## src/hdl/dtma_pkg.sv

```systemverilog
// Shared types, constants and encodings of the detection track merge block.
package dtma_pkg;

   localparam int MaxEntries = 16;
   localparam int SlotW = 4;
   localparam int OccW = 5;

   localparam logic [1:0] ACT_AVERAGED = 2'd0;
   localparam logic [1:0] ACT_MATCHED = 2'd1;
   localparam logic [1:0] ACT_INSERTED = 2'd2;
   localparam logic [1:0] ACT_DROPPED = 2'd3;

   localparam logic CSR_MATCH_RADIUS = 1'b0;
   localparam logic CSR_TARGET_TRACKS = 1'b1;

   typedef struct packed {
      logic [15:0] marker_id;
      logic confident;
      logic signed [31:0] pos_x;
      logic signed [31:0] pos_y;
      logic signed [31:0] pos_z;
   } req_type;

   typedef struct packed {
      logic [1:0] action;
      logic [3:0] slot;
      logic signed [31:0] mean_x;
      logic signed [31:0] mean_y;
      logic signed [31:0] mean_z;
      logic [15:0] sample_count;
      logic [4:0] track_total;
      logic done_res;
   } rsp_type;

   // Classified item handed from the search front to the update back.
   typedef struct packed {
      logic [1:0] action;
      logic [SlotW-1:0] slot;
      req_type item;
   } job_type;

endpackage

```

## src/hdl/dtma_front.sv

```systemverilog
// Search front: scans the track table and classifies each detection.
module dtma_front (
   input logic clock,
   input logic reset,
   input logic start,
   input dtma_pkg::req_type req,
   output logic front_busy,
   input logic [30:0] match_radius,
   input logic [dtma_pkg::OccW-1:0] occupancy,
   input logic [15:0] id_rd,
   input logic signed [31:0] mx_rd,
   input logic signed [31:0] my_rd,
   output logic [dtma_pkg::SlotW-1:0] rd_slot,
   input logic q_full,
   output logic q_push,
   output dtma_pkg::job_type q_data
);
   localparam logic [1:0] ST_IDLE = 2'd0;
   localparam logic [1:0] ST_SCAN = 2'd1;
   localparam logic [1:0] ST_PUSH = 2'd2;

   logic [1:0] st_ff, st_in;
   dtma_pkg::req_type item_ff, item_in;
   logic [dtma_pkg::OccW-1:0] idx_ff, idx_in;
   logic [1:0] act_ff, act_in;
   logic [dtma_pkg::SlotW-1:0] slot_ff, slot_in;
   logic signed [32:0] dx, dy;
   logic [32:0] ax, ay;
   logic hit;

   assign rd_slot = idx_ff[dtma_pkg::SlotW-1:0];
   assign dx = 33'(mx_rd) - 33'(item_ff.pos_x);
   assign dy = 33'(my_rd) - 33'(item_ff.pos_y);
   assign ax = dx[32] ? 33'(-dx) : dx;
   assign ay = dy[32] ? 33'(-dy) : dy;
   assign hit = (id_rd == item_ff.marker_id) ||
                (ax < {2'b00, match_radius} && ay < {2'b00, match_radius});

   always_comb begin
      st_in = st_ff;
      item_in = item_ff;
      idx_in = idx_ff;
      act_in = act_ff;
      slot_in = slot_ff;
      case (st_ff)
         ST_IDLE: begin
            if (start) begin
               item_in = req;
               idx_in = '0;
               st_in = ST_SCAN;
            end
         end
         ST_SCAN: begin
            // occupancy is stable here: the back drains before a new scan
            if (idx_ff >= occupancy) begin
               if (occupancy < dtma_pkg::OccW'(dtma_pkg::MaxEntries)) begin
                  act_in = dtma_pkg::ACT_INSERTED;
                  slot_in = occupancy[dtma_pkg::SlotW-1:0];
               end else begin
                  act_in = dtma_pkg::ACT_DROPPED;
                  slot_in = '0;
               end
               st_in = ST_PUSH;
            end else if (hit) begin
               act_in = item_ff.confident ? dtma_pkg::ACT_AVERAGED
                                          : dtma_pkg::ACT_MATCHED;
               slot_in = idx_ff[dtma_pkg::SlotW-1:0];
               st_in = ST_PUSH;
            end else begin
               idx_in = idx_ff + 1'b1;
            end
         end
         ST_PUSH: begin
            if (!q_full) st_in = ST_IDLE;
         end
         default: st_in = ST_IDLE;
      endcase
   end

   always_ff @(posedge clock) begin
      item_ff <= item_in;
      idx_ff <= idx_in;
      act_ff <= act_in;
      slot_ff <= slot_in;
      if (reset) st_ff <= ST_IDLE;
      else st_ff <= st_in;
   end

   assign front_busy = (st_ff != ST_IDLE);
   assign q_push = (st_ff == ST_PUSH) && !q_full;
   assign q_data = '{action: act_ff, slot: slot_ff, item: item_ff};
endmodule

```

## config.mk

```make
export PLATFORM = sky130hd
export DESIGN_NAME = dtma_front
export DESIGN_NICKNAME = d
export VERILOG_FILES = /design/src/hdl/dtma_pkg.sv /design/src/hdl/dtma_front.sv
export SDC_FILE = /design/constraint.sdc
export NUM_CORES = 1
export LEC_CHECK = 0
export ABC_AREA = 1
export BUFFER_PORTS_ARGS = -buffer_cell sky130_fd_sc_hd__buf_2
export CAP_MARGIN = 20
export CORE_ASPECT_RATIO = 0.5
export CORE_MARGIN = 2
export CORE_UTILIZATION = 50
export DETAILED_ROUTE_END_ITERATION = 12
export PLACE_DENSITY = 0.86
export REMOVE_ABC_BUFFERS = 1
export SYNTH_ARGS = -nofsm -noshare
export SYNTH_HDL_FRONTEND = slang
export SYNTH_SLANG_ARGS = --single-unit
```

## constraint.sdc

```tcl
create_clock -name clock -period 4.85 [get_ports clock]
set_input_delay 0.97 -clock clock [delete_from_list [all_inputs] [get_ports clock]]
set_output_delay 0.97 -clock clock [all_outputs]
set_load 0.005 [all_outputs]
```

==> impl_metrics.py <==
metrics = {
    "sta": {
        "max-slew-margin-rel": 0.582,
        "tightest_slew_ns": 0.627,
        "finalMaxSlewViolations": 0,
        "hold_viol": 0,
        "min_period_over_period": 1.02,
        "setup_viol": 12,
        "clock_skew_ns": 0.0128,
        "setup_ws_ns": -0.105,
        "whs_ns": 0.545,
        "fin_crit_ns": 4.96,
        "timing.fmax_ghz": 0.202,
        "rsz0062_at_grt": "true",
    },
    "synthesis": {
        "synth_compound_area_frac": 0.0581,
        "synth-seq-cells": 126,
        "ys_warn_count": 0,
        "async_reset_ff_frac": 0,
        "synth_edf_count": 124,
        "synth_cell_types": 46,
        "synth_xor_area_frac": 0.0469,
        "synth-simple-area-share": 0.351,
        "synthCells": 2010,
        "synthAdderAreaFrac": 0.128,
        "synthFlopType": "edfxtp_1",
        "muxShareOfSynthArea": 0,
        "yosysSeqAreaShare": 0.284,
        "synth_top_family_by_area": "simple AND/OR/NAND/NOR gates",
        "netlist_area_sq_um": 13200,
        "syn_avg_cell_area_sq_um": 6.59,
    },
    "drt": {
        "wl_microns": 45000,
        "dr.pass1.iters": 8,
        "wl_per_cell_microns": 14.6,
        "drtAntennaViolNets": 0,
        "drt_iter0_drc": 1337,
        "drc": 0,
        "vias": 15400,
        "vias_per_cell": 5.00,
    },
    "cells_and_area": {
        "post-route-util": 0.723,
        "regArea_sq_um": 3760,
        "layout.nets": 3091,
        "design_area_sq_um": 19000,
        "stdcell_count": 3089,
        "syn_to_final_growth_pct": 43.1,
        "multiInputGateArea_sq_um": 8020,
        "drive_above_1_share": 0.328,
        "fillers": 2069,
    },
    "grt": {
        "antenna_found_initial": 2,
        "grt_usage": 0.316,
        "grt_pass1_vias": 14600,
        "grt_max_degree": 46,
        "overflow": 0,
        "grt_pass1_wl_microns": 69600,
    },
    "die": {
        "die_w_microns": 234,
        "rows": 42,
        "pin_count": 358,
        "core_area_sq_um": 26200,
        "initial_utilization": 0.505,
        "dieArea_sq_um": 27900,
        "die_height_microns": 119,
    },
    "placed_design": {
        "dpl-instance-area_sq_um": 18000,
        "io_buffers": 357,
        "hpwl_microns": 37000,
        "routabilityCongestion": 0.989,
        "dpl.cell_count": 3048,
    },
    "clock_tree": {
        "clk_pin_slew_worst_paths_ns": 0.06,
        "clockRootBuffer": "clkbuf_16",
        "cts_buffer_depth": 2,
        "cts_tree": "built",
        "holdBufCountCts": 0,
        "cts_inserted_buffers": 17,
        "clock_sink_count": 126,
        "htree_levels": 4,
        "clkLatencyLatePin_ns": 0.45,
    },
    "worst_setup_path": {
        "start_kind": "input pin",
        "worstSetupStartpoint": "my_rd[5]",
        "crit_path_max_incr_delay_ns": 0.32,
        "cp_data_required_time_ns": 5.01,
        "r2r_slack_ns": 0.06,
        "slowest_stage": "ha_1",
        "worst-path-max-fanout": 6,
        "rr_endpoint": "act_ff[1]",
        "r2r_start": "q_data[64]",
        "critPathKind": "input pin to flop",
        "crit_top_cell": "nand2_1",
        "reg2reg_depth": 33,
        "critPathCaptureType": "flop",
        "arrival_ns": 5.11,
    },
    "min_path": {
        "min_to": "st_ff[1]",
        "hp-start": "st_ff[1]",
        "min_path_type": "flop to flop",
        "min_path_cells": 2,
    },
    "run": {
        "cap_violations": 0,
    },
    "run_status": {
        "outcome": "finished, violations left",
        "violations": "negative setup slack",
    },
    "power": {
        "irDropWorstVdd_v": 0.000290,
        "pwr_density_cell_nw_per_um2": 334,
        "p_leak_nw": 10.8,
    },
}
## power breakdown
part           leakage (nW)  switching (W)  internal [W]
sequential             1.20      0.0000715       0.00137
combinational          9.36        0.00196       0.00158
clock                 0.282       0.000555      0.000805
total                  10.8        0.00258       0.00376
## flip-flops by register name, summed over array words and instances (netlist names)
name / flops
slot_ff: 4
q_data: 113
idx_ff: 5
act_ff: 2
st_ff: 2
## cells by family after synthesis
logic type               after synthesis
adder cells (fa/ha/maj)              134
flip-flops                           126
XOR/XNOR                              71
AO/OA/AOI/OAI                        134
buffers and inverters                460
AND/OR/NAND/NOR                     1085
## how the worst max path moves through the flow
stage / end / cells after the start
floorplan: act_ff[0] / 37
global placement: act_ff[0] / 30
detailed placement: act_ff[0] / 35
CTS: slot_ff[2] / 35
global route: act_ff[1] / 35
finish: act_ff[1] / 29
## cell usage in the layout, fill, tap and decap left out, types with 15 or more instances in the layout
master,count
buf_4,344
nand3_2,16
ha_1,128
nor2_1,156
nand3_1,102
xor2_1,49
nand4_1,25
nand2_2,55
nand2_1,651
inv_1,431
edfxtp_1,124
o21ai_0,22
buf_2,356
xnor2_1,22
nor2_2,26
a21oi_1,62
inv_2,15
clkbuf_16,17
## worst max-delay path, delay by kind of cell
family,cells,cell delay (ns)
compound gates,4,0.78
xor+xnor,1,0.20
fa+ha+maj,2,0.59
buf+inv,5,0.68
simple gates,17,1.90
## synth_stat cells (all sizes together) (2+ instances only)
cell type	number	share of area
fa	2	0.0030
edfxtp	124	0.28
xnor2	22	0.015
xor2	49	0.032
nand4	26	0.013
nand2	708	0.21
dfxtp	2	0.0030
nor3	14	0.0064
nand3b	11	0.0062
a21oi	73	0.030
and2	3	0.0014
buf	8	0.0040
nor3b	3	0.0017
nand3	122	0.052
o21ai	33	0.012
a211oi	2	0.0011
inv	450	0.13
a21boi	3	0.0017
o21bai	8	0.0045
a21o	4	0.0023
nor4	3	0.0014
nor2	193	0.061
ha	132	0.12
o21a	3	0.0017
## metrics by stage
stage / worst slack, ns / power (W) / setup TNS (ns)
6_report: -0.105 / 0.00634 / -0.733
5_1_grt: -0.415 / 0.00678 / -4.77
4_1_cts: -0.0108 / 0.00621 / -0.0423
3_5_place_dp: -0.673 / 0.00477 / -7.79
3_3_place_gp: -0.536 / 0.00464 / -6.04
2_1_floorplan: -0.142 / 0.00335 / -1.08
## per-layer routing
metal / vias up / wire length [microns] / GRT usage
li1: 7676 / - / -
met1: 7030 / 19900 / 0.436
met2: 661 / 20100 / 0.503
met3: 70 / 4280 / 0.0699
met4: 0 / 654 / 0.0767
met5: - / 0 / 0
## timing repair
item / 4_1_cts / 5_1_grt
pin swaps: 34 / 25
setup endpoints to repair: 12 / 13
resized for setup: 53 / 39
setup buffers: 7 / 2
## area by class of cell
class	instances	share of cell area
repair buffers	704	0.234
flip-flops and latches	126	0.199
well taps	352	0.0232
inverters	451	0.0899
diodes	2	0.000264
clock buffers	17	0.0224
multi-input cells	1424	0.423
clock inverters	13	0.00878
Note: power is estimated with default switching activity, not from simulation.
