### src/hdl/dtma_pkg.sv
// Shared types, constants and encodings of the detection track merge block.
package dtma_pkg;

   localparam int MaxEntries = 16;
   localparam int SlotW = 4;
   localparam int OccW = 5;

   localparam logic [1:0] ACT_AVERAGED = 2'd0;
   localparam logic [1:0] ACT_MATCHED = 2'd1;
   localparam logic [1:0] ACT_INSERTED = 2'd2;
   localparam logic [1:0] ACT_DROPPED = 2'd3;

   localparam logic CSR_MATCH_RADIUS = 1'b0;
   localparam logic CSR_TARGET_TRACKS = 1'b1;

   typedef struct packed {
      logic [15:0] marker_id;
      logic confident;
      logic signed [31:0] pos_x;
      logic signed [31:0] pos_y;
      logic signed [31:0] pos_z;
   } req_type;

   typedef struct packed {
      logic [1:0] action;
      logic [3:0] slot;
      logic signed [31:0] mean_x;
      logic signed [31:0] mean_y;
      logic signed [31:0] mean_z;
      logic [15:0] sample_count;
      logic [4:0] track_total;
      logic done_res;
   } rsp_type;

   // Classified item handed from the search front to the update back.
   typedef struct packed {
      logic [1:0] action;
      logic [SlotW-1:0] slot;
      req_type item;
   } job_type;

endpackage

### src/hdl/dtma_queue.sv
// Two-entry job queue between the search front and the update back.
module dtma_queue (
   input logic clock,
   input logic reset,
   input logic push,
   input dtma_pkg::job_type push_data,
   output logic full,
   input logic pop,
   output logic valid,
   output dtma_pkg::job_type pop_data
);
   dtma_pkg::job_type mem_ff [2];
   logic wp_ff, rp_ff;
   logic [1:0] cnt_ff;

   always_ff @(posedge clock) begin
      if (push) mem_ff[wp_ff] <= push_data;
      if (reset) begin
         wp_ff <= 1'b0;
         rp_ff <= 1'b0;
         cnt_ff <= '0;
      end else begin
         if (push) wp_ff <= ~wp_ff;
         if (pop) rp_ff <= ~rp_ff;
         cnt_ff <= cnt_ff + {1'b0, push} - {1'b0, pop};
      end
   end

   assign full = (cnt_ff == 2'd2);
   assign valid = (cnt_ff != 2'd0);
   assign pop_data = mem_ff[rp_ff];
endmodule

### config.mk
export PLATFORM = sky130hd
export DESIGN_NAME = dtma_queue
export DESIGN_NICKNAME = d
export VERILOG_FILES = /design/src/hdl/dtma_pkg.sv /design/src/hdl/dtma_queue.sv
export SDC_FILE = /design/constraint.sdc
export NUM_CORES = 1
export LEC_CHECK = 0
export BUFFER_PORTS_ARGS = -buffer_cell sky130_fd_sc_hd__buf_2
export CORE_MARGIN = 5
export CORE_UTILIZATION = 45
export DETAILED_ROUTE_END_ITERATION = 10
export PLACE_DENSITY = 0.68
export SYNTH_ARGS = -nofsm -noshare
export SYNTH_HDL_FRONTEND = slang
export SYNTH_SLANG_ARGS = --single-unit
### constraint.sdc
create_clock -name clock -period 7.5 [get_ports clock]
set_clock_uncertainty 0.05 [all_clocks]
set_input_delay 0.375 -clock clock [delete_from_list [all_inputs] [get_ports clock]]
set_output_delay 0.375 -clock clock [all_outputs]
set_load 0.02 [all_outputs]
==> flow_summary.ini, run 1 <==
[outcome]
status = finished clean

[clocking]
later_pin_clock_latency_in_the_skew_report_ps = 510
htreeDepth = 1
path_clk_slew_ps = 60
clk_root_buffer_cell = clkbuf_16
cts_buffer_depth = 3
cts-buffers-inserted = 25
post_cts_resize_count = 0
cts_tree = built
clock_sink_count = 243

[routing]
drt_iter0_markers = 133
ant_nets = 0
detail_route.wl_per_cell_um = 17.7
totalWireLength_mm = 18.3
total_vias_in_the_final_route = 4905
post_drt_via_cell_ratio = 4.74
drc_errors = 0
tritonroute_pass_1_iters = 4

[floorplan]
die_h_um = 150
ios = 244
die_area_mm2 = 0.0226
floorplan.core_area_mm2 = 0.0195
die-width_um = 150
fp-row-count = 51
initial_core_util_pct = 45.6

[grt]
globalRouteTotalUtil_pct = 15.7
grt_max_degree = 68
grt_first_pass_wirelength_mm = 27.7
grt.overflow.total = 0
grt_antenna_before_repair = 0
first_global_vias = 5413

[yosys]
yosysWarningCount = 0
postSynthAreaPerCell_um2 = 22.7
syn_area_mm2 = 0.00888
yosys_register_bits = 243
syn-num-nets = 516
ys_seq_area_share_pct = 81.6
netlist-cell-type-count = 13
syn_inst = 391

[timing]
rsz0062_at_grt = false
worstMarginPinSlew_ps = 910
finalSetupViolations = 0
maxSlewHeadroom_pct = 39.3
report.final.hold_viol_count = 0
final-max-slew-violation-count = 0
fin_tns_setup_ps = 0
post-route-period-util_pct = 42.3
achievable-frequency_mhz = 315
period_minus_slack_ps = 3170

[power]
peakVddDrop_v = 0.000184
pwr_density_cell_mw_per_mm2 = 264
totalPowerFinal_mw = 3.18
total_leakage_power_nw = 4.55

[worst_setup_path]
timing.critical_path.arrival_ps = 2750
max_stage_delay_ps = 840
worstSetupEndpointType = output pin
critical_path.cell_chain = buf_4, mux2_2, buf_2
worst_setup_path_start_kind = flip-flop
worstPathRequired_ps = 7070
slowest_stage = dfxtp_4
worstSetupPathType = flip-flop to output pin
r2r_slack_ps = 5090
crit_fanout = 61

[placement]
detailedPlacementHpwl_mm = 11.4
replace_congestion = 0.749
dp_cells = 890
port_buffers = 243

[final_layout]
nets = 876
register_cell_area_after_layout_mm2 = 0.00725
stdcell_count = 1034
num_antenna_cells = 0
flow.area_growth_from_synthesis_pct = 35.7
drive_gt1_share_pct = 52.3
multi_input_area_mm2 = 0.00146
fillerInstances = 1414

[job]
timing.max_cap.violations = 0

[hold_path]
hold_path_class = input pin to flip-flop
## what timing repair did
item                      CTS  global route
hold buffers               97             2
hold endpoints to repair  193             3
buffers inserted            0             0
## worst max-delay path, delay by kind of cell, from the launching register on
kind | cells | cell delay (ps)
buffers and inverters | 2 | 920
flip-flops | 1 | 840
multiplexers | 1 | 420
## synth_stat cells
cell / count / area, um^2
and2_1: 1 / 6.26
buf_6: 2 / 22.5
clkbuf_8: 11 / 151
dfxtp_1: 5 / 100
edfxtp_1: 238 / 7150
ha_1: 2 / 25.0
inv_1: 2 / 7.51
mux2_2: 119 / 1340
nor2_1: 4 / 15.0
nor2b_1: 3 / 18.8
or2_2: 1 / 6.26
xnor2_1: 2 / 17.5
xnor3_1: 1 / 22.5
## sequential cells by signal, indices dropped and copies added (netlist names), named ones only
| name | flops |
|---|---|
| cnt_ff | 2 |
| mem_ff | 238 |
| rp_ff | 1 |
| wp_ff | 1 |
## through the flow
| step | util (%) | setup slack (ps) | hold slack (ps) | cell area, um^2 |
|---|---|---|---|---|
| global route | 61.9 | 4160 | 0.992 | 12100 |
| floorplan | - | 1250 | 397 | 8880 |
| detailed placement | 52.9 | 4790 | 466 | 10300 |
| CTS | 61.8 | 4250 | 0.367 | 12000 |
| global placement | 52.9 | 4810 | 454 | 10300 |
| finish | 61.9 | 4330 | 26.2 | 12100 |
## kinds of logic (layout without fill, tap and decap cells)
| group | Yosys count | count (layout) | share of synthesized area (%) |
|---|---|---|---|
| flops | 243 | 243 | 81.6 |
| mux | 119 | 119 | 15.1 |
| buf+inv | 15 | 393 | 2.04 |
| simple gates | 9 | 9 | 0.521 |
| xor+xnor | 3 | 3 | 0.451 |
| fa+ha+maj | 2 | 2 | 0.282 |
## final timing paths
path / from / endpoint / depth (start not counted)
min reg2reg: rp_ff / rp_ff / 2
min: push_data[64] / mem_ff[1][64] / 1
max: flip-flop / pop_data[47] / 3
max reg2reg: wp_ff / mem_ff[1][71] / 2
## report_power, final
part           total, mW  leakage (nW)  switching (mW)  internal (mW)
registers           1.62          2.28          0.0307           1.59
clock network       1.14         0.371           0.467          0.677
logic              0.416          1.90           0.230          0.186
total               3.18          4.55           0.728           2.45
## area by class of cell
class | instances | share of cell area (%)
well taps | 265 | 2.75
inverters | 2 | 0.0623
clock buffers | 30 | 5.35
clock inverters | 15 | 1.01
repair buffers | 346 | 18.6
multi-input cells | 133 | 12.1
flip-flops and latches | 243 | 60.2
## cell usage in the layout (no fill, tap or decap)
cell type	Yosys	layout
dfxtp_4	0	1
dfxtp_1	5	4
nor2b_1	3	2
mux2_2	119	119
dlygate4sd3_1	0	99
nor2b_4	0	1
clkinv_2	0	3
clkbuf_1	0	5
xnor2_1	2	2
inv_1	2	2
buf_4	0	4
edfxtp_1	238	238
xnor3_1	1	1
clkbuf_16	0	25
buf_2	0	243
or2_2	1	1
nor2_1	4	4
clkinv_1	0	8
ha_1	2	2
clkinvlp_4	0	1
and2_4	0	1
bufinv_16	0	2
inv_6	0	1
## routing by layer
metal / track usage [%] / vias up / wire length [um]
met2: 29.5 / 169 / 9800
met5: 0 / - / 0
met3: 3.91 / 32 / 1280
met1: 17.2 / 2421 / 6710
met4: 5.22 / 0 / 483
li1: - / 2283 / -
Power figures use the tool's default switching activity.
==> inputs of run 2 (changes only) <==
==> constraint.sdc (replaced) <==
create_clock -name clock -period 3.19 [get_ports clock]
set_clock_uncertainty 0.05 [all_clocks]
set_input_delay 0.1595 -clock clock [delete_from_list [all_inputs] [get_ports clock]]
set_output_delay 0.1595 -clock clock [all_outputs]
set_load 0.02 [all_outputs]
==> run 2 against run 1 <==
  * Register-to-register slack worse by 3700 ps
  * Clock-buffer cell count is 1 lower
  * Die area stayed put
  * First-iteration DRC count is 14% lower
  * Routed wire length is 4.4% higher
  * Flip-flop and latch count stayed put
  * Critical path type unchanged
  * Combinational power is 150% higher
  * Global-route usage is 0.66 points higher
==> flow_summary.ini, run 2 (same netlist as run 1, synthesis figures left out) <==
[worst_setup_path]
worstPathRequired_ps = 2980
critical_path.cell_chain = buf_4, mux2_2, buf_2
cp_num_buf_inv = 2
timing.critical_path.arrival_ps = 2280
timing.critical_path.max_delay_family = flip-flops
worst_setup_path_start_kind = flip-flop
worstSetupEndpointType = output pin
max_stage_delay_ps = 760
slowest_stage = dfxtp_4
worstSetupPathType = flip-flop to output pin
crit_fanout = 48

[timing]
post-route-period-util_pct = 78.2
worstMarginPinSlew_ps = 950
final-max-slew-violation-count = 0
finalSetupViolations = 0
period_minus_slack_ps = 2490
report.final.hold_viol_count = 0
maxSlewHeadroom_pct = 36.7
hold_ws_ps = 325
rsz0062_at_grt = false
fin_tns_setup_ps = 0
achievable-frequency_mhz = 401

[clocking]
later_pin_clock_latency_in_the_skew_report_ps = 500
number_of_buffers_added_for_setup_after_cts = 0
cts-buffers-inserted = 25
post_cts_resize_count = 0
clock_sink_count = 243
cts_buffer_depth = 3
clk_root_buffer_cell = clkbuf_16
path_clk_slew_ps = 60
htreeDepth = 1
cts_tree = built

[power]
totalPowerFinal_mw = 7.59
total_leakage_power_nw = 4.69
peakVddDrop_v = 0.000447
pwr_density_cell_mw_per_mm2 = 615

[floorplan]
die_h_um = 150
die-width_um = 150
floorplan.core_area_mm2 = 0.0195
die_area_mm2 = 0.0226
ios = 244
initial_core_util_pct = 45.6
fp-row-count = 51

[placement]
dpl-instance-area_mm2 = 0.0103
detailedPlacementHpwl_mm = 11.6
port_buffers = 243
replace_congestion = 0.728

[hold_path]
hold_path_class = input pin to flip-flop

[final_layout]
layout_top_registers = mem_ff x238, cnt_ff x2
flow.area_growth_from_synthesis_pct = 39.0
num_antenna_cells = 0
number_of_flip_flops_under_the_largest_register_name = 238
registers.top_by_ff_count = mem_ff
finalCoreUtilization_pct = 63.4
most_frequent_cells_in_the_layout = 243 x buf_2, 238 x edfxtp_1, 123 x dlygate4sd3_1
drive_gt1_share_pct = 51.4
nets = 902
fillerInstances = 1349
most_common_library_cell_in_the_layout_ignoring_fill_and_taps = buf_2
finish.instance_area_mm2 = 0.0123

[routing]
total_vias_in_the_final_route = 4994
totalWireLength_mm = 19.1
post_drt_via_cell_ratio = 4.72
detail_route.wl_per_cell_um = 18.0
drt_iter0_markers = 115
ant_nets = 0
tritonroute_pass_1_iters = 4
drc_errors = 0

[grt]
grt_max_degree = 70
grt_antenna_before_repair = 0
globalRouteTotalUtil_pct = 16.4
grt_first_pass_wirelength_mm = 29.0
grt.overflow.total = 0
first_global_vias = 5514

[outcome]
status = finished clean

[job]
timing.max_cap.violations = 0
## run 2: cell types whose count changed in the layout (fill, tap and decap cells not counted)
cell,before,now
clkinv_1,8,3
clkbuf_1,5,4
clkinvlp_4,1,0
inv_6,1,0
dlygate4sd3_1,99,123
clkinv_2,3,7
buf_12,0,2
bufinv_16,2,3
## run 2: worst paths after layout
path,startpoint,depth (start not counted),end,slack [ps]
min reg2reg,rp_ff,2,rp_ff,470
min,push_data[11],2,mem_ff[1][11],320
max,flip-flop,3,pop_data[13],700
max reg2reg,wp_ff,2,mem_ff[1][14],1380
## run 2: final cells by class
| class | instances | area [um^2] | share of cell area (%) |
|---|---|---|---|
| well taps | 265 | 332 | 2.69 |
| clock inverters | 13 | 136 | 1.10 |
| clock buffers | 29 | 641 | 5.19 |
| repair buffers | 372 | 2520 | 20.4 |
| flip-flops and latches | 243 | 7250 | 58.7 |
| inverters | 2 | 7.51 | 0.0608 |
| multi-input cells | 133 | 1460 | 11.8 |
## run 2: per-layer routing
| layer | global-route usage, % | vias to the layer above | share of wire (%) |
|---|---|---|---|
| met5 | 0 | - | 0 |
| li1 | - | 2329 | - |
| met3 | 3.97 | 40 | 6.4 |
| met1 | 18.8 | 2445 | 37 |
| met4 | 4.94 | 0 | 3.0 |
| met2 | 30.1 | 180 | 53 |
## run 2: timing repair
action                     CTS  global route
setup endpoints to repair    0             0
hold buffers               123             0
hold endpoints to repair   243             0
## run 2: power by group
part	total [mW]	internal, mW	switching [mW]
clock network	2.77	1.67	1.10
registers	3.80	3.73	0.0695
logic	1.02	0.465	0.555
total	7.59	5.86	1.73
## run 2: metrics by stage
step	setup WS, ps	instances
2_1_floorplan	609	391
3_3_place_gp	1240	892
3_5_place_dp	1200	892
4_1_cts	647	1057
5_1_grt	580	1057
6_report	696	1057
