**src/hdl/dtma_pkg.sv**
```systemverilog
// Shared types, constants and encodings of the detection track merge block.
package dtma_pkg;

   localparam int MaxEntries = 16;
   localparam int SlotW = 4;
   localparam int OccW = 5;

   localparam logic [1:0] ACT_AVERAGED = 2'd0;
   localparam logic [1:0] ACT_MATCHED = 2'd1;
   localparam logic [1:0] ACT_INSERTED = 2'd2;
   localparam logic [1:0] ACT_DROPPED = 2'd3;

   localparam logic CSR_MATCH_RADIUS = 1'b0;
   localparam logic CSR_TARGET_TRACKS = 1'b1;

   typedef struct packed {
      logic [15:0] marker_id;
      logic confident;
      logic signed [31:0] pos_x;
      logic signed [31:0] pos_y;
      logic signed [31:0] pos_z;
   } req_type;

   typedef struct packed {
      logic [1:0] action;
      logic [3:0] slot;
      logic signed [31:0] mean_x;
      logic signed [31:0] mean_y;
      logic signed [31:0] mean_z;
      logic [15:0] sample_count;
      logic [4:0] track_total;
      logic done_res;
   } rsp_type;

   // Classified item handed from the search front to the update back.
   typedef struct packed {
      logic [1:0] action;
      logic [SlotW-1:0] slot;
      req_type item;
   } job_type;

endpackage

```
**src/hdl/dtma_div.sv**
```systemverilog
// Restoring divider: signed 49-bit dividend by unsigned 17-bit divisor, truncating.
module dtma_div (
   input logic clock,
   input logic reset,
   input logic start,
   input logic signed [48:0] dividend,
   input logic [16:0] divisor,
   output logic busy,
   output logic done,
   output logic signed [31:0] quotient
);
   logic [48:0] rem_ff, rem_in;
   logic [48:0] quo_ff, quo_in;
   logic [16:0] dvs_ff, dvs_in;
   logic neg_ff, neg_in;
   logic [5:0] cnt_ff, cnt_in;
   logic busy_ff, busy_in;
   logic done_ff, done_in;
   logic [49:0] trial;
   logic [48:0] mag;
   logic [48:0] qneg;

   assign mag = dividend[48] ? 49'(-dividend) : dividend;
   assign trial = {rem_ff, quo_ff[48]} - {33'd0, dvs_ff};
   assign qneg = 49'(-quo_ff);

   always_comb begin
      rem_in = rem_ff;
      quo_in = quo_ff;
      dvs_in = dvs_ff;
      neg_in = neg_ff;
      cnt_in = cnt_ff;
      busy_in = busy_ff;
      done_in = 1'b0;
      if (start && !busy_ff) begin
         rem_in = '0;
         quo_in = mag;
         dvs_in = divisor;
         neg_in = dividend[48];
         cnt_in = 6'd49;
         busy_in = 1'b1;
      end else if (busy_ff) begin
         // one quotient bit a cycle
         if (!trial[49]) begin
            rem_in = trial[48:0];
            quo_in = {quo_ff[47:0], 1'b1};
         end else begin
            rem_in = {rem_ff[47:0], quo_ff[48]};
            quo_in = {quo_ff[47:0], 1'b0};
         end
         cnt_in = cnt_ff - 6'd1;
         if (cnt_ff == 6'd1) begin
            busy_in = 1'b0;
            done_in = 1'b1;
         end
      end
   end

   always_ff @(posedge clock) begin
      rem_ff <= rem_in;
      quo_ff <= quo_in;
      dvs_ff <= dvs_in;
      neg_ff <= neg_in;
      cnt_ff <= cnt_in;
      if (reset) begin
         busy_ff <= 1'b0;
         done_ff <= 1'b0;
      end else begin
         busy_ff <= busy_in;
         done_ff <= done_in;
      end
   end

   assign busy = busy_ff;
   assign done = done_ff;
   assign quotient = neg_ff ? qneg[31:0] : quo_ff[31:0];
endmodule

```
**src/hdl/dtma_back.sv**
```systemverilog
// Update back: owns the track table, averages, inserts and issues results.
module dtma_back (
   input logic clock,
   input logic reset,
   input logic q_valid,
   input dtma_pkg::job_type q_data,
   output logic q_pop,
   output logic back_busy,
   input logic [4:0] target_tracks,
   output logic [dtma_pkg::OccW-1:0] occupancy,
   input logic [dtma_pkg::SlotW-1:0] rd_slot,
   output logic [15:0] id_rd,
   output logic signed [31:0] mx_rd,
   output logic signed [31:0] my_rd,
   output logic rsp_valid,
   output dtma_pkg::rsp_type rsp
);
   localparam logic [2:0] ST_IDLE = 3'd0;
   localparam logic [2:0] ST_READ = 3'd1;
   localparam logic [2:0] ST_DIV = 3'd2;
   localparam logic [2:0] ST_WAIT = 3'd3;
   localparam logic [2:0] ST_DONE = 3'd4;
   localparam logic [2:0] ST_MUL = 3'd5;

   logic [15:0] ids_ff [dtma_pkg::MaxEntries];
   logic signed [31:0] mxs_ff [dtma_pkg::MaxEntries];
   logic signed [31:0] mys_ff [dtma_pkg::MaxEntries];
   logic signed [31:0] mzs_ff [dtma_pkg::MaxEntries];
   logic [15:0] cnts_ff [dtma_pkg::MaxEntries];

   logic [2:0] st_ff, st_in;
   dtma_pkg::job_type job_ff;
   logic [dtma_pkg::OccW-1:0] occ_ff;
   logic [1:0] axis_ff;
   logic signed [31:0] old_ff;
   logic [15:0] n_ff;
   logic signed [31:0] res_ff [3];
   logic signed [31:0] p_sel;
   logic signed [48:0] prod_ff;
   logic dstart;
   logic dbusy, ddone;
   logic signed [31:0] dq;
   logic rsp_valid_ff;
   dtma_pkg::rsp_type rsp_ff;
   logic [dtma_pkg::SlotW-1:0] s;
   logic [dtma_pkg::OccW-1:0] occ_new;

   assign s = job_ff.slot;
   assign id_rd = ids_ff[rd_slot];
   assign mx_rd = mxs_ff[rd_slot];
   assign my_rd = mys_ff[rd_slot];
   assign occupancy = occ_ff;

   always_comb begin
      case (axis_ff)
         2'd0: p_sel = job_ff.item.pos_x;
         2'd1: p_sel = job_ff.item.pos_y;
         default: p_sel = job_ff.item.pos_z;
      endcase
   end

   dtma_div u_div (
      .clock(clock), .reset(reset), .start(dstart),
      .dividend(prod_ff + 49'(p_sel)), .divisor({1'b0, n_ff} + 17'd1),
      .busy(dbusy), .done(ddone), .quotient(dq)
   );

   assign dstart = (st_ff == ST_DIV);
   assign occ_new = (job_ff.action == dtma_pkg::ACT_INSERTED) ? occ_ff + 1'b1 : occ_ff;

   always_comb begin
      st_in = st_ff;
      case (st_ff)
         ST_IDLE: if (q_valid) st_in = ST_READ;
         ST_READ: begin
            if (job_ff.action == dtma_pkg::ACT_AVERAGED) st_in = ST_MUL;
            else st_in = ST_DONE;
         end
         ST_MUL: st_in = ST_DIV;
         ST_DIV: st_in = ST_WAIT;
         ST_WAIT: begin
            if (ddone) st_in = (axis_ff == 2'd2) ? ST_DONE : ST_MUL;
         end
         ST_DONE: st_in = ST_IDLE;
         default: st_in = ST_IDLE;
      endcase
   end

   always_ff @(posedge clock) begin
      case (st_ff)
         ST_IDLE: begin
            if (q_valid) job_ff <= q_data;
            axis_ff <= 2'd0;
         end
         ST_READ: begin
            n_ff <= cnts_ff[s];
            old_ff <= mxs_ff[s];
         end
         ST_MUL: begin
            // mean*n, registered before the divider
            prod_ff <= 49'(old_ff) * $signed({1'b0, n_ff});
         end
         ST_WAIT: begin
            if (ddone) begin
               res_ff[axis_ff] <= dq;
               axis_ff <= axis_ff + 2'd1;
               old_ff <= (axis_ff == 2'd0) ? mys_ff[s] : mzs_ff[s];
            end
         end
         ST_DONE: begin
            rsp_ff.action <= job_ff.action;
            rsp_ff.slot <= s;
            rsp_ff.track_total <= occ_new;
            rsp_ff.done_res <= (occ_new >= target_tracks);
            case (job_ff.action)
               dtma_pkg::ACT_AVERAGED: begin
                  mxs_ff[s] <= res_ff[0];
                  mys_ff[s] <= res_ff[1];
                  mzs_ff[s] <= res_ff[2];
                  cnts_ff[s] <= (n_ff == 16'hFFFF) ? n_ff : n_ff + 16'd1;
                  rsp_ff.mean_x <= res_ff[0];
                  rsp_ff.mean_y <= res_ff[1];
                  rsp_ff.mean_z <= res_ff[2];
                  rsp_ff.sample_count <= (n_ff == 16'hFFFF) ? n_ff : n_ff + 16'd1;
               end
               dtma_pkg::ACT_MATCHED: begin
                  rsp_ff.mean_x <= mxs_ff[s];
                  rsp_ff.mean_y <= mys_ff[s];
                  rsp_ff.mean_z <= mzs_ff[s];
                  rsp_ff.sample_count <= cnts_ff[s];
               end
               dtma_pkg::ACT_INSERTED: begin
                  ids_ff[s] <= job_ff.item.marker_id;
                  mxs_ff[s] <= job_ff.item.pos_x;
                  mys_ff[s] <= job_ff.item.pos_y;
                  mzs_ff[s] <= job_ff.item.pos_z;
                  cnts_ff[s] <= 16'd1;
                  rsp_ff.mean_x <= job_ff.item.pos_x;
                  rsp_ff.mean_y <= job_ff.item.pos_y;
                  rsp_ff.mean_z <= job_ff.item.pos_z;
                  rsp_ff.sample_count <= 16'd1;
               end
               default: begin
                  rsp_ff.mean_x <= '0;
                  rsp_ff.mean_y <= '0;
                  rsp_ff.mean_z <= '0;
                  rsp_ff.sample_count <= '0;
               end
            endcase
         end
         default: ;
      endcase
      rsp_valid_ff <= !reset && (st_ff == ST_DONE);
      if (reset) begin
         st_ff <= ST_IDLE;
         occ_ff <= '0;
      end else begin
         st_ff <= st_in;
         if (st_ff == ST_DONE) occ_ff <= occ_new;
      end
   end

   assign q_pop = (st_ff == ST_IDLE) && q_valid;
   assign back_busy = (st_ff != ST_IDLE) || dbusy;
   assign rsp_valid = rsp_valid_ff;
   assign rsp = rsp_ff;
endmodule

```
**config.mk**
```make
export PLATFORM = sky130hd
export DESIGN_NAME = dtma_back
export DESIGN_NICKNAME = d
export VERILOG_FILES = /design/src/hdl/dtma_pkg.sv /design/src/hdl/dtma_div.sv /design/src/hdl/dtma_back.sv
export SDC_FILE = /design/constraint.sdc
export NUM_CORES = 2
export LEC_CHECK = 0
export ABC_AREA = 0
export BUFFER_PORTS_ARGS = -buffer_cell sky130_fd_sc_hd__buf_4
export CAP_MARGIN = 20
export CORE_MARGIN = 1
export CORE_UTILIZATION = 50
export CTS_CLUSTER_DIAMETER = 30
export DETAILED_ROUTE_END_ITERATION = 16
export PLACE_DENSITY = 0.65
export SLEW_MARGIN = 10
export SYNTH_ARGS = -nofsm -noshare
export SYNTH_HDL_FRONTEND = slang
export SYNTH_SLANG_ARGS = --single-unit
```
**constraint.sdc**
```tcl
create_clock -name clock -period 44.5 [get_ports clock]
set_input_delay 8.9 -clock clock [delete_from_list [all_inputs] [get_ports clock]]
set_output_delay 8.9 -clock clock [all_outputs]
set_load 0.1 [all_outputs]
```
==> reports/qor.txt <==
number of sinks handled by clock tree synthesis - 2622
cell at the root of the clock tree - clkbuf_16
Most used DFF post-synth - edfxtp_1
Async SR Flop Fraction - 0
number of H-tree levels - 5
signal arrival time at the worst endpoint - 13.64 ns
HPWL after detailed placement - 251000 um
Detailed Route Iter0 Violations - 9190
clock latency at the later pin of the worst-skew pair - 0.96 ns
Req. time, crit path - 35.60 ns
floorplan row count - 188
area of the placeable core - 262000 um2
count of flip-flops with a built-in enable after synthesis - 2552
ratio of final minimum period to clock period - 0.507
Post-Synthesis Cell Area - 132000 um2
buffers inserted during post-CTS setup optimization - 0
TritonRoute pass-1 iters - 7
number of cells produced by synthesis - 8176
status - finished, final reports clean
RSZ-0062 raised after global routing - no
number of primary I/O pins - 343
Worst Setup SP - rd_slot[0]
class of the most critical hold timing path - flip-flop to flip-flop
antenna violations before repair - 31
global route total overflow - 0
startpoint of the tightest hold check path - u_div.rem_ff[2]$_SDFFE_PP0P_
antenna violation net count after detailed routing - 0
WL per Instance - 31.5 um
net total in the final layout - 9490
clock buffer count from CTS - 467
top cell type's share of synthesized area - 0.582
via count - 78.8k
achievable frequency - 44.4 MHz
commonest cells in the netlist - edfxtp_1 (2552), nand2_1 (973), mux4_2 (960), inv_1 (649), fa_1 (491)
global placer's final weighted congestion - 0.933
most instantiated library cell after synthesis - edfxtp_1
proportion of synthesized chip area in sequential cells - 0.593
Power per Cell Area - 85.4 nW/um2
clock-pin slew of the registers on the worst-case setup and hold paths - 0.04 ns
CTS resizes - 0
number of global-route vias before repair - 80.1k
average instance area after synthesis - 16.1 um2
pin count of the biggest net entering global routing - 123
Yosys Warn Count - 0
category of the critical setup timing path - primary input to output pin
total of endpoints with negative setup slack in the final report - 0
largest stage delay on the critical path - 0.88 ns
Final min period - 22.54 ns
effective utilization at floorplan - 0.502
die width - 515 um
number of synthesized register bits - 2622
count of endpoints failing hold in the final timing report - 0
global-route wire length before repair - 570000 um
number of hold-repair buffers added at the cts stage - 0
Leak - 55.7 nW
signed area change from the synthesized netlist to the final layout - 17.5%
CP cell instances - buf_8 -> buf_12 -> buf_4 -> buf_4 -> mux4_2 -> mux4_2 -> buf_4
critical path's most frequent cell - buf_4
Die Outline Area - 265000 um2
crit-path max FO - 89
Port Buf Inserts - 341
worst flop-to-flop path startpoint - n_ff[10]$_DFFE_PP_
ratio of cells with drive above 1 in the final layout - 0.254
DRC violations left - 0
max_cap viols - 0
top cells by area in the synthesized netlist - edfxtp_1 (58%), mux4_2 (16%), fa_1 (7.5%), nand2_1 (2.8%), ha_1 (1.9%)
synthesized netlist net count - 8994
via-per-instance ratio - 6.24
Critical Path Source Type - primary input
Yosys cell types - 83
maximum count of clock buffers along a single path - 4
number of cells on the worst reg-to-reg path - 27
maximum resistive drop on vdd - 0.254 mV
Crit. End Element - output pin
TritonCTS clock tree - done
Chip Height - 515 um
WL final - 398000 um
Critical Path Slowest Stage Cell - buf_4
global-route usage over all layers - 0.302
number of max-slew violations in the final report - 0
worst rel slew slack - 0.167
setup skew after layout - 0.0940 ns
leading area contributor after synthesis - edfxtp_1
Hold Crit Depth - 2
worst slew pin tran - 1.24 ns
aggregate negative setup slack - 0 ns
final core utilization - 0.590
[final timing paths]
kind | end | slack (ns)
hold reg to reg | u_div.rem_ff[2]$_SDFFE_PP0P_ | 0.48
setup / recovery | mx_rd[29] | 21.96
setup reg to reg | prod_ff[47]$_DFFE_PN_ | 36.59
hold / removal | u_div.rem_ff[2]$_SDFFE_PP0P_ | 0.48
[worst max-delay path, delay by kind of cell]
family                 cells  cell delay, ns
buffers and inverters      5            3.07
muxes                      2            1.16
[final cells by class]
type / instances / area [um2]
antenna: 20 / 50.0
clock buffer: 510 / 12000
clock inverter: 366 / 4280
fill: 19491 / 107000
inverter: 650 / 2440
multi-input combinational: 4437 / 49600
sequential: 2622 / 78000
tap: 3515 / 4400
timing repair buffer: 494 / 3890
[per-layer routing]
layer  part of all wire  global-route usage  vias up
met1               0.37               0.403    41240
met2               0.47               0.470     4512
met5            0.00017                   0        -
met3              0.099              0.0582      894
li1                   -                   -    32099
met4              0.062               0.170       10
[flip-flops by register name, indices dropped and copies added (netlist names), 4 cells and up, named ones only]
| name | count |
|---|---|
| rsp | 124 |
| mzs_ff | 512 |
| ids_ff | 256 |
| s | 4 |
| mxs_ff | 512 |
| job_ff | 114 |
| u_div.dvs_ff | 17 |
| u_div.quo_ff | 49 |
| u_div.rem_ff | 49 |
| cnts_ff | 256 |
| res_ff | 96 |
| old_ff | 32 |
| u_div.cnt_ff | 6 |
| n_ff | 16 |
| occupancy | 5 |
| prod_ff | 49 |
| mys_ff | 512 |
[metrics by stage]
step	area (um2)	instances	power (mW)	hold WS (ns)	worst slack [ns]
6_report	155000	12614	13.2	0.476	21.96
3_3_place_gp	138000	11713	9.49	0.451	21.87
4_1_cts	155000	12589	13.2	0.470	21.85
2_1_floorplan	132000	8176	7.99	0.424	15.90
3_5_place_dp	138000	11713	9.45	0.463	21.87
5_1_grt	155000	12603	14.2	0.497	21.58
[layout by cell type, fill, tap and decap left out, types with 55 or more instances in the layout]
cell type,synthesis,final
mux4_2,960,960
xor2_1,73,73
ha_1,196,194
clkbuf_16,0,472
o21ai_0,286,285
buf_4,0,476
inv_1,649,647
nand2_1,973,971
clkinv_2,0,71
dfxtp_1,70,66
clkinv_1,1,56
clkinvlp_4,0,55
a21o_1,57,57
edfxtp_1,2552,2552
nor2_1,222,209
bufinv_16,0,71
and2_1,239,239
mux2i_1,132,132
xnor2_1,140,140
a21oi_1,143,142
fa_1,491,491
nand3_1,56,55
[cells by family (layout without fill, tap and decap cells)]
kind of cell	Yosys count	in the layout	synth area share
other	0	20	0
AO/OA/AOI/OAI	720	720	0.0339
buffers and inverters	1117	2020	0.0319
flip-flops	2622	2622	0.593
AND/OR/NAND/NOR	1718	1718	0.0591
adder cells (fa/ha/maj)	687	687	0.0933
multiplexers	1099	1099	0.175
XOR/XNOR	213	213	0.0142
[report_power, final]
part           switching (mW)  leakage, nW  internal [mW]
Clock                    1.28         7.80           2.36
Sequential             0.0953         23.6           3.07
Combinational            3.76         24.3           2.64
(Power assumes the default switching activity.)
